===== src/hdl/tkst_pkg.sv =====
// Shared types and constants of the top-K sorted score table.
// Used by tkst_ctrl, tkst_dp and top_k_sorted_score_table; depends on nothing.
package tkst_pkg;

   localparam int SCORE_W = 32;
   localparam int TAG_W   = 16;
   localparam int RANK_W  = 4;
   localparam int COUNT_W = 5;

   typedef enum logic [1:0] {
      MODE_INSERT = 2'd0,
      MODE_READ   = 2'd1,
      MODE_CLEAR  = 2'd2
   } mode_type;

   typedef enum logic [2:0] {
      RD_LAST  = 3'd0,
      RD_CNTM1 = 3'd1,
      RD_PREV  = 3'd2,
      RD_PREV2 = 3'd3,
      RD_RANK  = 3'd4
   } rd_sel_type;

   typedef enum logic {
      WR_MOVE = 1'b0,
      WR_NEW  = 1'b1
   } wr_sel_type;

   typedef enum logic [1:0] {
      RSP_PLAIN  = 2'd0,
      RSP_PLACED = 2'd1,
      RSP_READ   = 2'd2
   } rsp_kind_type;

   typedef struct packed {
      logic         capture;
      logic         idx_load;
      logic         idx_dec;
      logic         rd_en;
      rd_sel_type   rd_sel;
      logic         wr_en;
      wr_sel_type   wr_sel;
      logic         cnt_inc;
      logic         cnt_clr;
      logic         rsp_en;
      rsp_kind_type rsp_kind;
   } cmd_type;

   typedef struct packed {
      logic full;
      logic empty;
      logic idx_zero;
      logic idx_one;
      logic rd_less;
   } status_type;

endpackage


===== src/hdl/tkst_ctrl.sv =====
// Controller state machine of the top-K sorted score table.
// Depends on tkst_pkg; drives the command struct of tkst_dp from its status struct.
module tkst_ctrl (
   input  logic                  clock,
   input  logic                  reset,
   input  logic                  start,
   input  logic [1:0]            req_mode,
   input  tkst_pkg::status_type  status,
   output tkst_pkg::cmd_type     cmd,
   output logic                  busy
);

   typedef enum logic [2:0] {
      ST_IDLE,
      ST_CHK_LAST,
      ST_WALK,
      ST_PUT,
      ST_READ_OUT
   } state_type;

   state_type state_ff;
   state_type state_in;
   logic      busy_ff;

   always_comb begin
      cmd      = '0;
      state_in = state_ff;
      case (state_ff)
         ST_IDLE: begin
            if (start) begin
               cmd.capture = 1'b1;
               case (tkst_pkg::mode_type'(req_mode))
                  tkst_pkg::MODE_INSERT: begin
                     cmd.idx_load = 1'b1;
                     if (status.full) begin
                        cmd.rd_en  = 1'b1;
                        cmd.rd_sel = tkst_pkg::RD_LAST;
                        state_in   = ST_CHK_LAST;
                     end else if (status.empty) begin
                        state_in = ST_PUT;
                     end else begin
                        cmd.rd_en  = 1'b1;
                        cmd.rd_sel = tkst_pkg::RD_CNTM1;
                        state_in   = ST_WALK;
                     end
                  end
                  tkst_pkg::MODE_READ: begin
                     cmd.rd_en  = 1'b1;
                     cmd.rd_sel = tkst_pkg::RD_RANK;
                     state_in   = ST_READ_OUT;
                  end
                  tkst_pkg::MODE_CLEAR: begin
                     cmd.cnt_clr  = 1'b1;
                     cmd.rsp_en   = 1'b1;
                     cmd.rsp_kind = tkst_pkg::RSP_PLAIN;
                  end
                  default: begin
                     cmd.rsp_en   = 1'b1;
                     cmd.rsp_kind = tkst_pkg::RSP_PLAIN;
                  end
               endcase
            end
         end
         ST_CHK_LAST: begin
            if (status.rd_less) begin
               if (status.idx_zero) begin
                  state_in = ST_PUT;
               end else begin
                  cmd.rd_en  = 1'b1;
                  cmd.rd_sel = tkst_pkg::RD_PREV;
                  state_in   = ST_WALK;
               end
            end else begin
               cmd.rsp_en   = 1'b1;
               cmd.rsp_kind = tkst_pkg::RSP_PLAIN;
               state_in     = ST_IDLE;
            end
         end
         ST_WALK: begin
            cmd.wr_en = 1'b1;
            if (status.rd_less) begin
               cmd.wr_sel  = tkst_pkg::WR_MOVE;
               cmd.idx_dec = 1'b1;
               if (status.idx_one) begin
                  state_in = ST_PUT;
               end else begin
                  cmd.rd_en  = 1'b1;
                  cmd.rd_sel = tkst_pkg::RD_PREV2;
               end
            end else begin
               cmd.wr_sel   = tkst_pkg::WR_NEW;
               cmd.cnt_inc  = 1'b1;
               cmd.rsp_en   = 1'b1;
               cmd.rsp_kind = tkst_pkg::RSP_PLACED;
               state_in     = ST_IDLE;
            end
         end
         ST_PUT: begin
            cmd.wr_en    = 1'b1;
            cmd.wr_sel   = tkst_pkg::WR_NEW;
            cmd.cnt_inc  = 1'b1;
            cmd.rsp_en   = 1'b1;
            cmd.rsp_kind = tkst_pkg::RSP_PLACED;
            state_in     = ST_IDLE;
         end
         ST_READ_OUT: begin
            cmd.rsp_en   = 1'b1;
            cmd.rsp_kind = tkst_pkg::RSP_READ;
            state_in     = ST_IDLE;
         end
         default: begin
            state_in = ST_IDLE;
         end
      endcase
   end

   always_ff @(posedge clock) begin
      if (reset) begin
         state_ff <= ST_IDLE;
         busy_ff  <= 1'b0;
      end else begin
         state_ff <= state_in;
         busy_ff  <= (state_in != ST_IDLE);
      end
   end

   assign busy = busy_ff;

endmodule


===== src/hdl/tkst_dp.sv =====
// Datapath of the top-K sorted score table: entry memory, walk pointer, count, result registers.
// Depends on tkst_pkg; obeys the command struct from tkst_ctrl.
module tkst_dp #(
   parameter int TABLE_DEPTH = 16
) (
   input  logic                                clock,
   input  logic                                reset,
   input  logic signed [tkst_pkg::SCORE_W-1:0] req_entry_score,
   input  logic [tkst_pkg::TAG_W-1:0]          req_entry_tag,
   input  logic [tkst_pkg::RANK_W-1:0]         req_read_rank,
   input  tkst_pkg::cmd_type                   cmd,
   output tkst_pkg::status_type                status,
   output logic                                rsp_strobe,
   output logic                                rsp_placed,
   output logic [tkst_pkg::RANK_W-1:0]         rsp_placed_rank,
   output logic                                rsp_read_valid,
   output logic signed [tkst_pkg::SCORE_W-1:0] rsp_out_score,
   output logic [tkst_pkg::TAG_W-1:0]          rsp_out_tag,
   output logic [tkst_pkg::COUNT_W-1:0]        rsp_entry_count
);

   localparam int AW = (TABLE_DEPTH > 1) ? $clog2(TABLE_DEPTH) : 1;
   localparam int CW = $clog2(TABLE_DEPTH + 1);
   localparam int EW = tkst_pkg::SCORE_W + tkst_pkg::TAG_W;
   localparam int SW = tkst_pkg::SCORE_W;
   localparam int TW = tkst_pkg::TAG_W;
   localparam int RW = tkst_pkg::RANK_W;
   localparam int NW = tkst_pkg::COUNT_W;

   // Entry memory, score in the upper bits and tag in the lower bits.
   logic [EW-1:0]        store_ff [TABLE_DEPTH];
   logic [EW-1:0]        rdata_ff;

   logic [CW-1:0]        count_ff;
   logic [CW-1:0]        count_in;
   logic [AW-1:0]        idx_ff;
   logic signed [SW-1:0] new_score_ff;
   logic [TW-1:0]        new_tag_ff;
   logic [RW-1:0]        rank_ff;

   logic                 rsp_strobe_ff;
   logic                 placed_ff;
   logic [RW-1:0]        placed_rank_ff;
   logic                 read_valid_ff;
   logic signed [SW-1:0] out_score_ff;
   logic [TW-1:0]        out_tag_ff;
   logic [NW-1:0]        entry_count_ff;

   logic                 full;
   logic                 rank_ok;
   logic [AW-1:0]        rd_addr;
   logic [EW-1:0]        wr_data;
   logic [CW-1:0]        cnt_m1;
   logic [AW+RW-1:0]     req_rank_wide;
   logic [AW+RW-1:0]     idx_rank_wide;
   logic [CW+NW-1:0]     count_wide;
   logic signed [SW-1:0] rd_score;

   assign full          = (count_ff == CW'(TABLE_DEPTH));
   assign cnt_m1        = count_ff - CW'(1);
   assign req_rank_wide = {{AW{1'b0}}, req_read_rank};
   assign idx_rank_wide = {{RW{1'b0}}, idx_ff};
   assign count_wide    = {{NW{1'b0}}, count_in};
   assign rank_ok       = ({{CW{1'b0}}, rank_ff} < {{RW{1'b0}}, count_ff});
   assign rd_score      = $signed(rdata_ff[EW-1:TW]);

   assign status.full     = full;
   assign status.empty    = (count_ff == '0);
   assign status.idx_zero = (idx_ff == '0);
   assign status.idx_one  = (idx_ff == AW'(1));
   assign status.rd_less  = (rd_score < new_score_ff);

   always_comb begin
      case (cmd.rd_sel)
         tkst_pkg::RD_LAST:  rd_addr = AW'(TABLE_DEPTH - 1);
         tkst_pkg::RD_CNTM1: rd_addr = cnt_m1[AW-1:0];
         tkst_pkg::RD_PREV:  rd_addr = idx_ff - AW'(1);
         tkst_pkg::RD_PREV2: rd_addr = idx_ff - AW'(2);
         tkst_pkg::RD_RANK:  rd_addr = req_rank_wide[AW-1:0];
         default:            rd_addr = '0;
      endcase
   end

   assign wr_data = (cmd.wr_sel == tkst_pkg::WR_NEW) ? {new_score_ff, new_tag_ff} : rdata_ff;

   always_comb begin
      if (cmd.cnt_clr) begin
         count_in = '0;
      end else if (cmd.cnt_inc && !full) begin
         count_in = count_ff + CW'(1);
      end else begin
         count_in = count_ff;
      end
   end

   always_ff @(posedge clock) begin
      if (cmd.wr_en) begin
         store_ff[idx_ff] <= wr_data;
      end
      if (cmd.rd_en) begin
         rdata_ff <= store_ff[rd_addr];
      end
   end

   always_ff @(posedge clock) begin
      if (cmd.capture) begin
         new_score_ff <= req_entry_score;
         new_tag_ff   <= req_entry_tag;
         rank_ff      <= req_read_rank;
      end
      if (cmd.idx_load) begin
         idx_ff <= full ? AW'(TABLE_DEPTH - 1) : count_ff[AW-1:0];
      end else if (cmd.idx_dec) begin
         idx_ff <= idx_ff - AW'(1);
      end
   end

   always_ff @(posedge clock) begin
      if (reset) begin
         count_ff      <= '0;
         rsp_strobe_ff <= 1'b0;
      end else begin
         count_ff      <= count_in;
         rsp_strobe_ff <= cmd.rsp_en;
      end
   end

   always_ff @(posedge clock) begin
      if (cmd.rsp_en) begin
         entry_count_ff <= count_wide[NW-1:0];
         case (cmd.rsp_kind)
            tkst_pkg::RSP_PLACED: begin
               placed_ff      <= 1'b1;
               placed_rank_ff <= idx_rank_wide[RW-1:0];
               read_valid_ff  <= 1'b0;
               out_score_ff   <= '0;
               out_tag_ff     <= '0;
            end
            tkst_pkg::RSP_READ: begin
               placed_ff      <= 1'b0;
               placed_rank_ff <= '0;
               read_valid_ff  <= rank_ok;
               out_score_ff   <= rank_ok ? rd_score : '0;
               out_tag_ff     <= rank_ok ? rdata_ff[TW-1:0] : '0;
            end
            default: begin
               placed_ff      <= 1'b0;
               placed_rank_ff <= '0;
               read_valid_ff  <= 1'b0;
               out_score_ff   <= '0;
               out_tag_ff     <= '0;
            end
         endcase
      end
   end

   assign rsp_strobe      = rsp_strobe_ff;
   assign rsp_placed      = placed_ff;
   assign rsp_placed_rank = placed_rank_ff;
   assign rsp_read_valid  = read_valid_ff;
   assign rsp_out_score   = out_score_ff;
   assign rsp_out_tag     = out_tag_ff;
   assign rsp_entry_count = entry_count_ff;

endmodule


===== src/hdl/top_k_sorted_score_table.sv =====
// Top level of the top-K sorted score table.
// Depends on tkst_pkg, tkst_ctrl and tkst_dp.

// The table holds up to TABLE_DEPTH entries of a signed 32-bit score and a 16-bit tag,
// kept in descending score order with equal scores in arrival order. A transaction is
// accepted at a rising edge with start high and busy low, and each transaction gives
// exactly one result, shown for one cycle with rsp_strobe high; the receiver cannot stall
// it, so it must take every result in that cycle. A clear or an unused mode code answers
// in the cycle after acceptance and leaves busy low. A read passes through the ST_READ_OUT
// state before it answers. An insert walks the entry memory from the tail toward the head,
// moving one entry down per cycle through its single write port while the next entry is
// read; when the table is already full, the tail entry is checked first. Busy falls in the
// cycle the result appears, so the next transaction may be accepted there. The entry
// memory needs no clearing after reset: only ranks below the entry count are reported.
module top_k_sorted_score_table #(
   parameter int TABLE_DEPTH = 16
) (
   input  logic                                clock,
   input  logic                                reset,
   input  logic                                start,
   output logic                                busy,
   input  logic [1:0]                          req_mode,
   input  logic signed [tkst_pkg::SCORE_W-1:0] req_entry_score,
   input  logic [tkst_pkg::TAG_W-1:0]          req_entry_tag,
   input  logic [tkst_pkg::RANK_W-1:0]         req_read_rank,
   output logic                                rsp_strobe,
   output logic                                rsp_placed,
   output logic [tkst_pkg::RANK_W-1:0]         rsp_placed_rank,
   output logic                                rsp_read_valid,
   output logic signed [tkst_pkg::SCORE_W-1:0] rsp_out_score,
   output logic [tkst_pkg::TAG_W-1:0]          rsp_out_tag,
   output logic [tkst_pkg::COUNT_W-1:0]        rsp_entry_count
);

   tkst_pkg::cmd_type    cmd;
   tkst_pkg::status_type status;
   logic                 start_ok;

   // The controller only sees start while it is idle, which is exactly when busy is low.
   assign start_ok = start && !busy;

   tkst_ctrl u_ctrl (
      .clock    (clock),
      .reset    (reset),
      .start    (start_ok),
      .req_mode (req_mode),
      .status   (status),
      .cmd      (cmd),
      .busy     (busy)
   );

   tkst_dp #(
      .TABLE_DEPTH (TABLE_DEPTH)
   ) u_dp (
      .clock           (clock),
      .reset           (reset),
      .req_entry_score (req_entry_score),
      .req_entry_tag   (req_entry_tag),
      .req_read_rank   (req_read_rank),
      .cmd             (cmd),
      .status          (status),
      .rsp_strobe      (rsp_strobe),
      .rsp_placed      (rsp_placed),
      .rsp_placed_rank (rsp_placed_rank),
      .rsp_read_valid  (rsp_read_valid),
      .rsp_out_score   (rsp_out_score),
      .rsp_out_tag     (rsp_out_tag),
      .rsp_entry_count (rsp_entry_count)
   );

   // An accepted insert or read keeps the block busy in the following cycle.
   a_busy_after_walk: assert property (@(posedge clock) disable iff (reset)
      start && !busy && (req_mode == tkst_pkg::MODE_INSERT || req_mode == tkst_pkg::MODE_READ)
      |=> busy)
      else $error("insert or read accepted but block not busy");

   // A clear answers in the next cycle with an empty table.
   a_clear_result: assert property (@(posedge clock) disable iff (reset)
      start && !busy && req_mode == tkst_pkg::MODE_CLEAR
      |=> rsp_strobe && rsp_entry_count == '0)
      else $error("clear did not answer with an empty table");

   // A result never reports both a placed insert and a valid read.
   a_one_kind: assert property (@(posedge clock) disable iff (reset)
      rsp_strobe && rsp_placed |-> !rsp_read_valid)
      else $error("result marks both placed and read_valid");

endmodule


===== config.mk =====
export PLATFORM = sky130hd
export DESIGN_NAME = top_k_sorted_score_table
export DESIGN_NICKNAME = d
export VERILOG_FILES = /design/src/hdl/tkst_pkg.sv /design/src/hdl/tkst_ctrl.sv /design/src/hdl/tkst_dp.sv /design/src/hdl/top_k_sorted_score_table.sv
export SDC_FILE = /design/constraint.sdc
export NUM_CORES = 1
export LEC_CHECK = 0
export BUFFER_PORTS_ARGS = -buffer_cell sky130_fd_sc_hd__buf_2
export CORE_UTILIZATION = 35
export DETAILED_ROUTE_END_ITERATION = 8
export SETUP_SLACK_MARGIN = 0.02
export SKIP_CTS_REPAIR_TIMING = 1
export SYNTH_ARGS = -nofsm -noshare
export SYNTH_HDL_FRONTEND = slang
export SYNTH_SLANG_ARGS = --single-unit

===== constraint.sdc =====
create_clock -name clock -period 20.3 [get_ports clock]
set_input_delay 2.03 -clock clock [delete_from_list [all_inputs] [get_ports clock]]
set_output_delay 2.03 -clock clock [all_outputs]
set_load 0.01 [all_outputs]

==> results of run 1 <==
==> worst max-delay path, stage by stage <==
cell and delay (ns):
buf_2 0.09, and3_4 0.82, and3b_1 0.37, nand2_1 0.08
o31ai_1 0.15, a211o_4 0.53, buf_4 0.75, buf_4 0.87
buf_4 0.87, mux2i_1 0.27, o22ai_1 0.10, nor2_1 0.19
a211oi_2 0.09
==> registers in the layout (all words and copies together) (netlist names), 3 cells and up <==
register	count
u_dp.rsp_out_score	32
u_dp.rsp_entry_count	5
u_dp.new_score_ff	32
u_dp.new_tag_ff	16
u_dp.rank_ff	4
u_ctrl.state_ff	3
u_dp.store_ff	768
u_dp.rdata_ff	48
u_dp.count_ff	5
u_dp.idx_ff	4
u_dp.rsp_out_tag	16
u_dp.rsp_placed_rank	4
==> power by group through the flow <==
stage                     Sequential [mW]  Combinational, mW  Clock, mW
after global placement               2.32              0.533          0
after global routing                 2.28              0.593       1.90
after floorplan                      2.32              0.354          0
final                                2.28              0.546       1.80
after CTS                            2.28              0.547       1.83
after detailed placement             2.32              0.546          0
==> worst max-delay path by stage <==
stage | to | slack [ns]
after detailed placement | u_dp.rdata_ff[7]$_DFFE_PP_ | 12.45
after floorplan | u_dp.rdata_ff[0]$_DFFE_PP_ | 12.43
after CTS | u_dp.rdata_ff[7]$_DFFE_PP_ | 13.18
final | u_dp.rdata_ff[6]$_DFFE_PP_ | 13.17
after global routing | u_dp.rdata_ff[32]$_DFFE_PP_ | 12.83
after global placement | u_dp.rdata_ff[7]$_DFFE_PP_ | 12.65
==> per-stage QoR <==
stage / worst slack (ns) / cell area (um^2)
2_1_floorplan: 12.43 / 37600
3_3_place_gp: 12.65 / 39900
3_5_place_dp: 12.45 / 39900
4_1_cts: 13.18 / 43100
5_1_grt: 12.83 / 43100
6_report: 13.17 / 43100
==> per-layer routing <==
metal / vias to the layer above / GRT usage [%] / share of wire (%)
li1: 9573 / - / -
met1: 10900 / 23.9 / 42
met2: 884 / 28.6 / 47
met3: 144 / 2.86 / 7.6
met4: 2 / 5.91 / 2.4
met5: - / 0 / 0.013
==> cell families (layout without fill, tap and decap cells) <==
logic type               after synthesis  in the layout
flip-flops                           941            941
buffers and inverters                172            401
AND/OR/NAND/NOR                      712            712
AO/OA/AOI/OAI                        378            378
adder cells (fa/ha/maj)               44             44
XOR/XNOR                               8              8
multiplexers                         205            205
==> area by class of cell <==
cell class / count / area, um^2 / share of cell area (%)
sequential: 941 / 28200 / 65.3
multi-input combinational: 1347 / 8680 / 20.2
clock buffer: 112 / 2500 / 5.81
tap: 1391 / 1740 / 4.04
timing repair buffer: 186 / 1120 / 2.59
clock inverter: 60 / 729 / 1.69
inverter: 43 / 161 / 0.375
==> cells in the final DEF, fill, tap and decap left out, types with 4 or more instances in the layout <==
master	synthesis	routed
o21ai_0	38	30
and3_2	0	4
inv_6	0	4
nor2b_1	8	4
o22ai_1	52	52
edfxtp_1	931	931
nor2_1	118	118
inv_1	43	43
a21oi_1	110	110
bufinv_16	0	14
o21ai_1	3	9
clkbuf_16	0	98
clkinvlp_4	0	4
mux2i_1	205	205
dfxtp_1	10	10
nor3_1	9	9
a22oi_1	4	4
ha_1	44	44
and2_1	64	52
clkbuf_1	41	14
buf_4	12	68
clkinv_1	0	15
a32o_1	94	94
nand4_1	7	7
nor2b_4	0	4
a211oi_2	48	48
and2_2	0	12
nand2b_1	5	5
clkinv_2	0	19
nand2_1	481	481
buf_2	58	117
xnor2_1	6	6
==> results.toml, run 1 <==
[routing]
drtPass1Iterations = 5
drtIter0Drc = 2104
vias_per_cell = 5.27
drc = 0
wl_per_cell_um = 23.7
ant_nets = 0
vias = 21503
wl_um = 96800

[synthesis]
synthCells = 2460
synthXorXnorAreaFrac_pct = 0.186
ys_warn_count = 0
synth_edf_count = 931
synth_top_area_share_pct = 74.3
synth_cell_types = 56
synth_most_common_cell = "edfxtp_1"
synthAdderAreaFrac_pct = 1.46
syn_avg_cell_area_um2 = 15.3
synthTopCellsByArea = "edfxtp_1 (74%), mux2i_1 (5.5%), nand2_1 (4.8%), a32o_1 (2.5%), a211oi_2 (1.6%)"
ys_seq_area_share_pct = 74.8
synth_compound_area_share_pct = 7.84
syn-num-nets = 2561
async_flop_share_pct = 0
synth_flop_cell = "edfxtp_1"
synth_mux_area_share_pct = 5.45
synth.cell_area_mm2 = 0.0376
synthSimpleGateAreaFrac_pct = 7.89
synth_top_family_by_area = "simple AND/OR/NAND/NOR gates"
synth-seq-cells = 941
yosysTopAreaCell = "edfxtp_1"
synth_common_cells = "edfxtp_1 (931), nand2_1 (481), mux2i_1 (205)"

[global_routing]
grt-ovfl-total = 0
grt_pass1_vias = 21200
antenna_found_initial = 3
grt_max_degree = 189
grt.total_usage_pct = 17.6
grt_pass1_wl_um = 140000

[clock_network]
clkTransAtPathRegs_ns = 0.07
cts_tree = "done"
clk_latency_ns = 0.68
cts-root-buf = "clkbuf_16"
clock_sinks = 941
htreeDepth = 3
cts_buffer_depth = 3
cts_buffers = 92

[layout]
n_antenna_cell = 0
nets = 2712
fill_cells = 9527
layoutNonFillerInstCount = 4080
areaGrowthSynthToFinish_pct = 14.5
drive_gt1_share_pct = 15.4
post-route-util_pct = 40.7

[pwr]
p_switching_mw = 1.14
cellPowerDensity_mw_per_mm2 = 107
vdd_ir_drop_max_mv = 0.0623
pwr-share-comb_pct = 11.8
power_frac_clock_pct = 38.9
power_mw = 4.62
swShare_pct = 24.6
power_frac_seq_pct = 49.3
p_leak_nw = 15.9
p_int_mw = 3.49

[placed_design]
port_buffers = 117
dp.cells = 3908
place_hpwl_um = 47800
globalplace.congestion = 0.811

[worst_setup_path]
cp.arrival_ns = 7.54
critPathKind = "input pin to register"
worstPathMaxFanout = 75
crit_required_ns = 20.71
r2r_end = "u_dp.rdata_ff[6]$_DFFE_PP_"
r2r-start = "u_dp.new_score_ff[31]$_DFFE_PP_"
cp-startpoint = "start"
cp-end-kind = "register"
start_kind = "input pin"
rrSetupSlack_ns = 13.44
reg2reg_depth = 14

[floorplan]
die-area_mm2 = 0.109
die_h_um = 330
rows = 119
io_pins = 118
core-area_mm2 = 0.106
die_x_um = 330
initial_core_util_pct = 35.5

[timing]
rsz0062_at_grt = "false"
whs_ns = 0.566
setup_tns_ns = 0
fin_worst_skew_ns = 0.0352
fmax_ghz = 0.140
worst_slew_pin_slew_ns = 1.51
timing.slew.headroom_pct = -0.523
fin_crit_ns = 7.13
setup_viol = 0
final.period_utilization_pct = 35.1
hold_viol_final = 0
slew_viol_final = 27

[run_status]
violations = "max-slew violations"
status = "complete, but fails checks"

[hold_path]
min_from = "u_dp.rdata_ff[14]$_DFFE_PP_"
min_to = "u_dp.rsp_out_tag[14]$_SDFFCE_PN0P_"
hold_depth = 1
min-delay-path-class = "register to register"

[flow_run]
maxCapViolCount = 0
No activity file was read; power rests on OpenSTA's default activity.
==> inputs of run 2 (changes only) <==
==> constraint.sdc (replaced) <==
create_clock -name clock -period 6.9 [get_ports clock]
set_input_delay 0.69 -clock clock [delete_from_list [all_inputs] [get_ports clock]]
set_output_delay 0.69 -clock clock [all_outputs]
set_load 0.01 [all_outputs]
==> run 2 against run 1 <==
Combinational power grew to 3.0 times the previous value. Largest cell class unchanged. Design area is 0.36% lower. Worst setup slack worse by 12 ns. Highest routed layer unchanged. Non-clock buffer count is 2 lower. Clock skew is 0.0062 ns lower. The run now ends clean. Core utilization is 0.15 points lower. Count of clock-buffer cells in the layout is 3 higher. First-iteration DRC count is 0.67% lower.
==> results.toml, run 2 (synthesized netlist as in run 1, its figures left out) <==
[run_status]
status = "completed"

[clock_network]
cts_buffer_depth = 3
htreeDepth = 3
cts_buffers = 94
cts-root-buf = "clkbuf_16"
clock_sinks = 941
clkTransAtPathRegs_ns = 0.06
cts_tree = "done"
clk_latency_ns = 0.66

[timing]
rsz0062_at_grt = "false"
final.period_utilization_pct = 77.5
hold_viol_final = 0
fin_worst_skew_ns = 0.0290
setup_ws_ns = 1.55
timing.slew.headroom_pct = 17.8
setup_viol = 0
slew_viol_final = 0
worst_slew_pin_slew_ns = 1.22
fmax_ghz = 0.187
fin_crit_ns = 5.35
setup_tns_ns = 0

[worst_setup_path]
max_stage_delay_ns = 0.87
crit_chain = "ha_1 > a21oi_1 > o21ai_1 > a2111oi_0 > o311a_2 > o31ai_4 > a211oi_2 > nand3b_1 > buf_4 > nor2b_4 > buf_4 > a32o_1 > a211oi_2"
crit_required_ns = 7.28
worstPathMaxFanout = 27
cp-end-kind = "register"
start_kind = "register"
cp.arrival_ns = 5.73
cp_slowest_cell = "nor2b_4"
critPathKind = "register to register"

[pwr]
vdd_ir_drop_max_mv = 0.169
power_frac_clock_pct = 37.7
p_int_mw = 10.0
p_leak_nw = 15.8
pwr-share-comb_pct = 12.2
swShare_pct = 24.9
p_switching_mw = 3.32
power_frac_seq_pct = 50.1
cellPowerDensity_mw_per_mm2 = 311

[placed_design]
port_buffers = 117
dp.cells = 3905
place_hpwl_um = 49900
dpl_cell_area_mm2 = 0.0399
dp_slack_ns = 1.55
globalplace.congestion = 0.837

[global_routing]
grt_max_degree = 82
grt-ovfl-total = 0
grt-busiest-layer = "met2"
use_met1_pct = 24.1
use_met3_pct = 3.02
grt_pass1_vias = 21135
antenna_found_initial = 2
grt_util_met2_pct = 27.6
grt_pass1_wl_um = 140000
grt.total_usage_pct = 17.4

[layout]
top_regs = "u_dp.store_ff: 768 flops, u_dp.rdata_ff: 48 flops"
layoutNonFillerInstCount = 4074
final_area_mm2 = 0.0429
layout_commonest_cell = "edfxtp_1"
nets = 2712
areaGrowthSynthToFinish_pct = 14.1
largest_reg_flops = 768
drive_gt1_share_pct = 15.0
top_register = "u_dp.store_ff"
n_antenna_cell = 0
post-route-util_pct = 40.6
final_cell_mix = "edfxtp_1 (931), nand2_1 (481), mux2i_1 (205), nor2_1 (118), buf_2 (117)"

[floorplan]
rows = 119
die-area_mm2 = 0.109
io_pins = 118
die_h_um = 330
die_x_um = 330
core-area_mm2 = 0.106
initial_core_util_pct = 35.5

[flow_run]
maxCapViolCount = 0

[routing]
vias = 21457
drtPass1Iterations = 6
wl_per_cell_um = 23.4
vias_per_cell = 5.27
wl_um = 95500
ant_nets = 0
drc = 0
drtIter0Drc = 2090

[hold_path]
min-delay-path-class = "input pin to register"
==> run 2: cell types whose count changed in the layout (fill, tap and decap cells not counted), sizes merged <==
cell      delta
clkbuf       +3
buf          -2
clkinvlp     +1
inv          -1
clkinv       -2
bufinv       -5
==> run 2: per-layer routing <==
| layer | share of wire [%] | vias to the layer above | wire length [um] |
|---|---|---|---|
| li1 | - | 9550 | - |
| met1 | 44 | 10946 | 41900 |
| met2 | 47 | 806 | 44500 |
| met3 | 7.0 | 153 | 6710 |
| met4 | 2.6 | 2 | 2470 |
| met5 | 0.014 | - | 13 |
==> run 2: final cells by class <==
cell class                      instances  area, um^2
Fill cell                            9480       62900
Multi-Input combinational cell       1347        8680
Clock inverter                         53         557
Sequential cell                       941       28200
Timing Repair Buffer                  184        1160
Clock buffer                          115        2470
Tap cell                             1391        1740
Inverter                               43         161
==> run 2: path summary, 6_finish.rpt <==
check / slack [ns] / endpoint / cells past startpoint / start
worst min-delay path: 0.21 / u_dp.new_score_ff[14]$_DFFE_PP_ / 1 / req_entry_score[14]
worst max register to register: 1.55 / u_dp.rdata_ff[38]$_DFFE_PP_ / 13 / u_dp.rdata_ff[45]$_DFFE_PP_
worst min register to register: 0.56 / u_dp.rsp_out_tag[14]$_SDFFCE_PN0P_ / 1 / u_dp.rdata_ff[14]$_DFFE_PP_
worst max-delay path: 1.55 / u_dp.rdata_ff[38]$_DFFE_PP_ / 13 / u_dp.rdata_ff[45]$_DFFE_PP_
==> run 2: metrics by stage <==
| stage | hold WS (ns) | power (mW) |
|---|---|---|
| global placement | 0.543 | 8.40 |
| detailed placement | 0.544 | 8.44 |
| CTS | 0.158 | 13.4 |
| global route | 0.179 | 13.8 |
| finish | 0.205 | 13.3 |
| floorplan | 0.524 | 7.87 |
==> run 2: power groups by stage <==
stage	Clock, mW	Combinational [mW]	Sequential [mW]
finish	5.03	1.63	6.69
global route	5.33	1.76	6.71
CTS	5.12	1.63	6.69
detailed placement	0	1.63	6.81
global placement	0	1.59	6.81
floorplan	0	1.04	6.83
==> run 2: worst max-delay path: cells and delay by family, from the launching register on <==
kind	cells	cell delay, ns
compound gates	8	2.44
fa+ha+maj	1	0.34
buf+inv	2	0.82
flops	1	0.42
simple gates	2	1.02
==> inputs of run 3 (changes only) <==
==> constraint.sdc (replaced) <==
create_clock -name clock -period 4.4 [get_ports clock]
set_input_delay 0.44 -clock clock [delete_from_list [all_inputs] [get_ports clock]]
set_output_delay 0.44 -clock clock [all_outputs]
set_load 0.01 [all_outputs]
==> run 3 against run 2 <==
Non-clock buffer count is 107 higher. Die area unchanged. First-iteration DRC count grew 3.1%. Count of clock-buffer cells in the layout rose by 18. Sequential power grew 57%. Largest power group unchanged. Combinational power grew 68%.
==> results.toml, run 3 (synthesized netlist as in run 1, its figures left out) <==
[floorplan]
io_pins = 118
core-area_mm2 = 0.106
rows = 119
die_h_um = 330
die-area_mm2 = 0.109
die_x_um = 330
initial_core_util_pct = 35.5

[worst_setup_path]
start_kind = "register"
cp-end-kind = "register"
cp.arrival_ns = 4.79
cp_slowest_cell = "a2111oi_1"
max_stage_delay_ns = 0.54
crit_required_ns = 4.86
crit_chain = "ha_1 > nor2b_1 > o21ai_1 > a2111oi_1 > o311a_2 > o311a_2 > a2bb2oi_4 > nand3b_1 > buf_12 > nor2b_4 > buf_12 > a32o_1 > a211oi_2"
worstPathMaxFanout = 30
critPathKind = "register to register"

[routing]
vias = 21859
drtIter0Drc = 2155
drtPass1Iterations = 7
drc = 0
ant_nets = 0
wl_um = 97200
vias_per_cell = 5.21
wl_per_cell_um = 23.2

[run_status]
status = "completed"

[clock_network]
clock_sinks = 941
cts_tree = "done"
clk_latency_ns = 0.69
cts_buffers = 100
clkTransAtPathRegs_ns = 0.06
cts-root-buf = "clkbuf_16"
cts_buffer_depth = 3
htreeDepth = 3

[pwr]
swShare_pct = 25.0
power_frac_clock_pct = 37.7
power_frac_seq_pct = 49.4
vdd_ir_drop_max_mv = 0.337
pwr-share-comb_pct = 12.9
cellPowerDensity_mw_per_mm2 = 481
p_int_mw = 16.0
p_leak_nw = 16.4
p_switching_mw = 5.32

[layout]
fill_cells = 9480
multi_input_area_mm2 = 0.00869
largest_reg_flops = 768
post-route-util_pct = 41.8
n_antenna_cell = 0
nets = 2825
areaGrowthSynthToFinish_pct = 17.7
final_cell_mix = "edfxtp_1 (931), nand2_1 (481), mux2i_1 (205), nor2_1 (118), buf_2 (117)"
top_register = "u_dp.store_ff"
top_regs = "u_dp.store_ff: 768 flops, u_dp.rdata_ff: 48 flops"
seq_area_mm2 = 0.0282
layout_commonest_cell = "edfxtp_1"
drive_gt1_share_pct = 16.3
layoutNonFillerInstCount = 4193

[global_routing]
grt_max_degree = 67
antenna_found_initial = 1
grt-ovfl-total = 0
use_met1_pct = 24.3
grt_util_met2_pct = 29.4
grt-busiest-layer = "met2"
use_met3_pct = 2.54
grt_pass1_wl_um = 143000
grt.total_usage_pct = 17.9
grt_pass1_vias = 22002

[timing]
worst_slew_pin_slew_ns = 1.39
timing.slew.headroom_pct = 7.14
slew_viol_final = 0
setup_tns_ns = 0
hold_viol_final = 0
setup_viol = 0
fin_worst_skew_ns = 0.0403
rsz0062_at_grt = "true"
fin_crit_ns = 4.33
fmax_ghz = 0.231
final.period_utilization_pct = 98.4

[hold_path]
min-delay-path-class = "input pin to register"

[placed_design]
dp.cells = 3959
globalplace.congestion = 0.853
port_buffers = 117
place_hpwl_um = 56000

[flow_run]
maxCapViolCount = 0
## run 3: cell count changes in the layout (fill, tap and decap cells not counted), moves of 5 or more
cell,delta
buf_12,+25
buf_4,+30
clkbuf_1,+13
clkbuf_16,+5
dlygate4sd3_1,+52
o21ai_0,+6
o21ai_1,-7
## run 3: final cells by class
type,instances,area share [%]
Inverter,43,0.365
Sequential cell,941,63.6
Clock inverter,47,1.03
Tap cell,1391,3.93
Clock buffer,133,5.98
Timing Repair Buffer,291,5.44
Multi-Input combinational cell,1347,19.6
## run 3: path summary, 6_finish.rpt
kind	from	end	slack, ns	cells after the start
max	u_dp.rdata_ff[47]$_DFFE_PP_	u_dp.rdata_ff[18]$_DFFE_PP_	0.07	13
min	reset	u_dp.rsp_strobe$_SDFF_PP0_	0.06	2
max reg2reg	u_dp.rdata_ff[47]$_DFFE_PP_	u_dp.rdata_ff[18]$_DFFE_PP_	0.07	13
min reg2reg	u_dp.rdata_ff[1]$_DFFE_PP_	u_dp.rsp_out_tag[1]$_SDFFCE_PN0P_	0.58	1
## run 3: routing by layer
| layer | vias up | part of all wire [%] | routed length, um |
|---|---|---|---|
| met5 | - | 0 | 0 |
| met4 | 0 | 2.4 | 2370 |
| met3 | 163 | 6.6 | 6380 |
| met2 | 798 | 48 | 46400 |
| met1 | 11096 | 43 | 42100 |
| li1 | 9802 | - | - |
## run 3: through the flow
step           hold slack [ns]  power, mW  instance area, um^2  worst slack, ns
4_1_cts                 -0.110       21.4                43700         -0.00487
5_1_grt                 0.0632       22.0                44300          0.00858
2_1_floorplan            0.524       12.3                37600           -0.940
3_5_place_dp             0.575       13.4                40600           0.0181
3_3_place_gp             0.574       13.3                40600           0.0393
6_report                0.0632       21.3                44300           0.0684
## run 3: critical path: cells and delay by family, from the launching register on
kind / cells / cell delay [ns]
AO/OA/AOI/OAI: 7 / 2.30
adder cells (fa/ha/maj): 1 / 0.40
buffers and inverters: 2 / 0.45
flip-flops: 1 / 0.43
AND/OR/NAND/NOR: 3 / 0.47
## run 3: power by group through the flow
stage | registers, mW | clock network, mW | logic, mW
floorplan | 10.7 | 0 | 1.63
global placement | 10.7 | 0 | 2.64
detailed placement | 10.7 | 0 | 2.71
CTS | 10.5 | 8.18 | 2.72
global route | 10.5 | 8.51 | 2.98
finish | 10.5 | 8.02 | 2.74
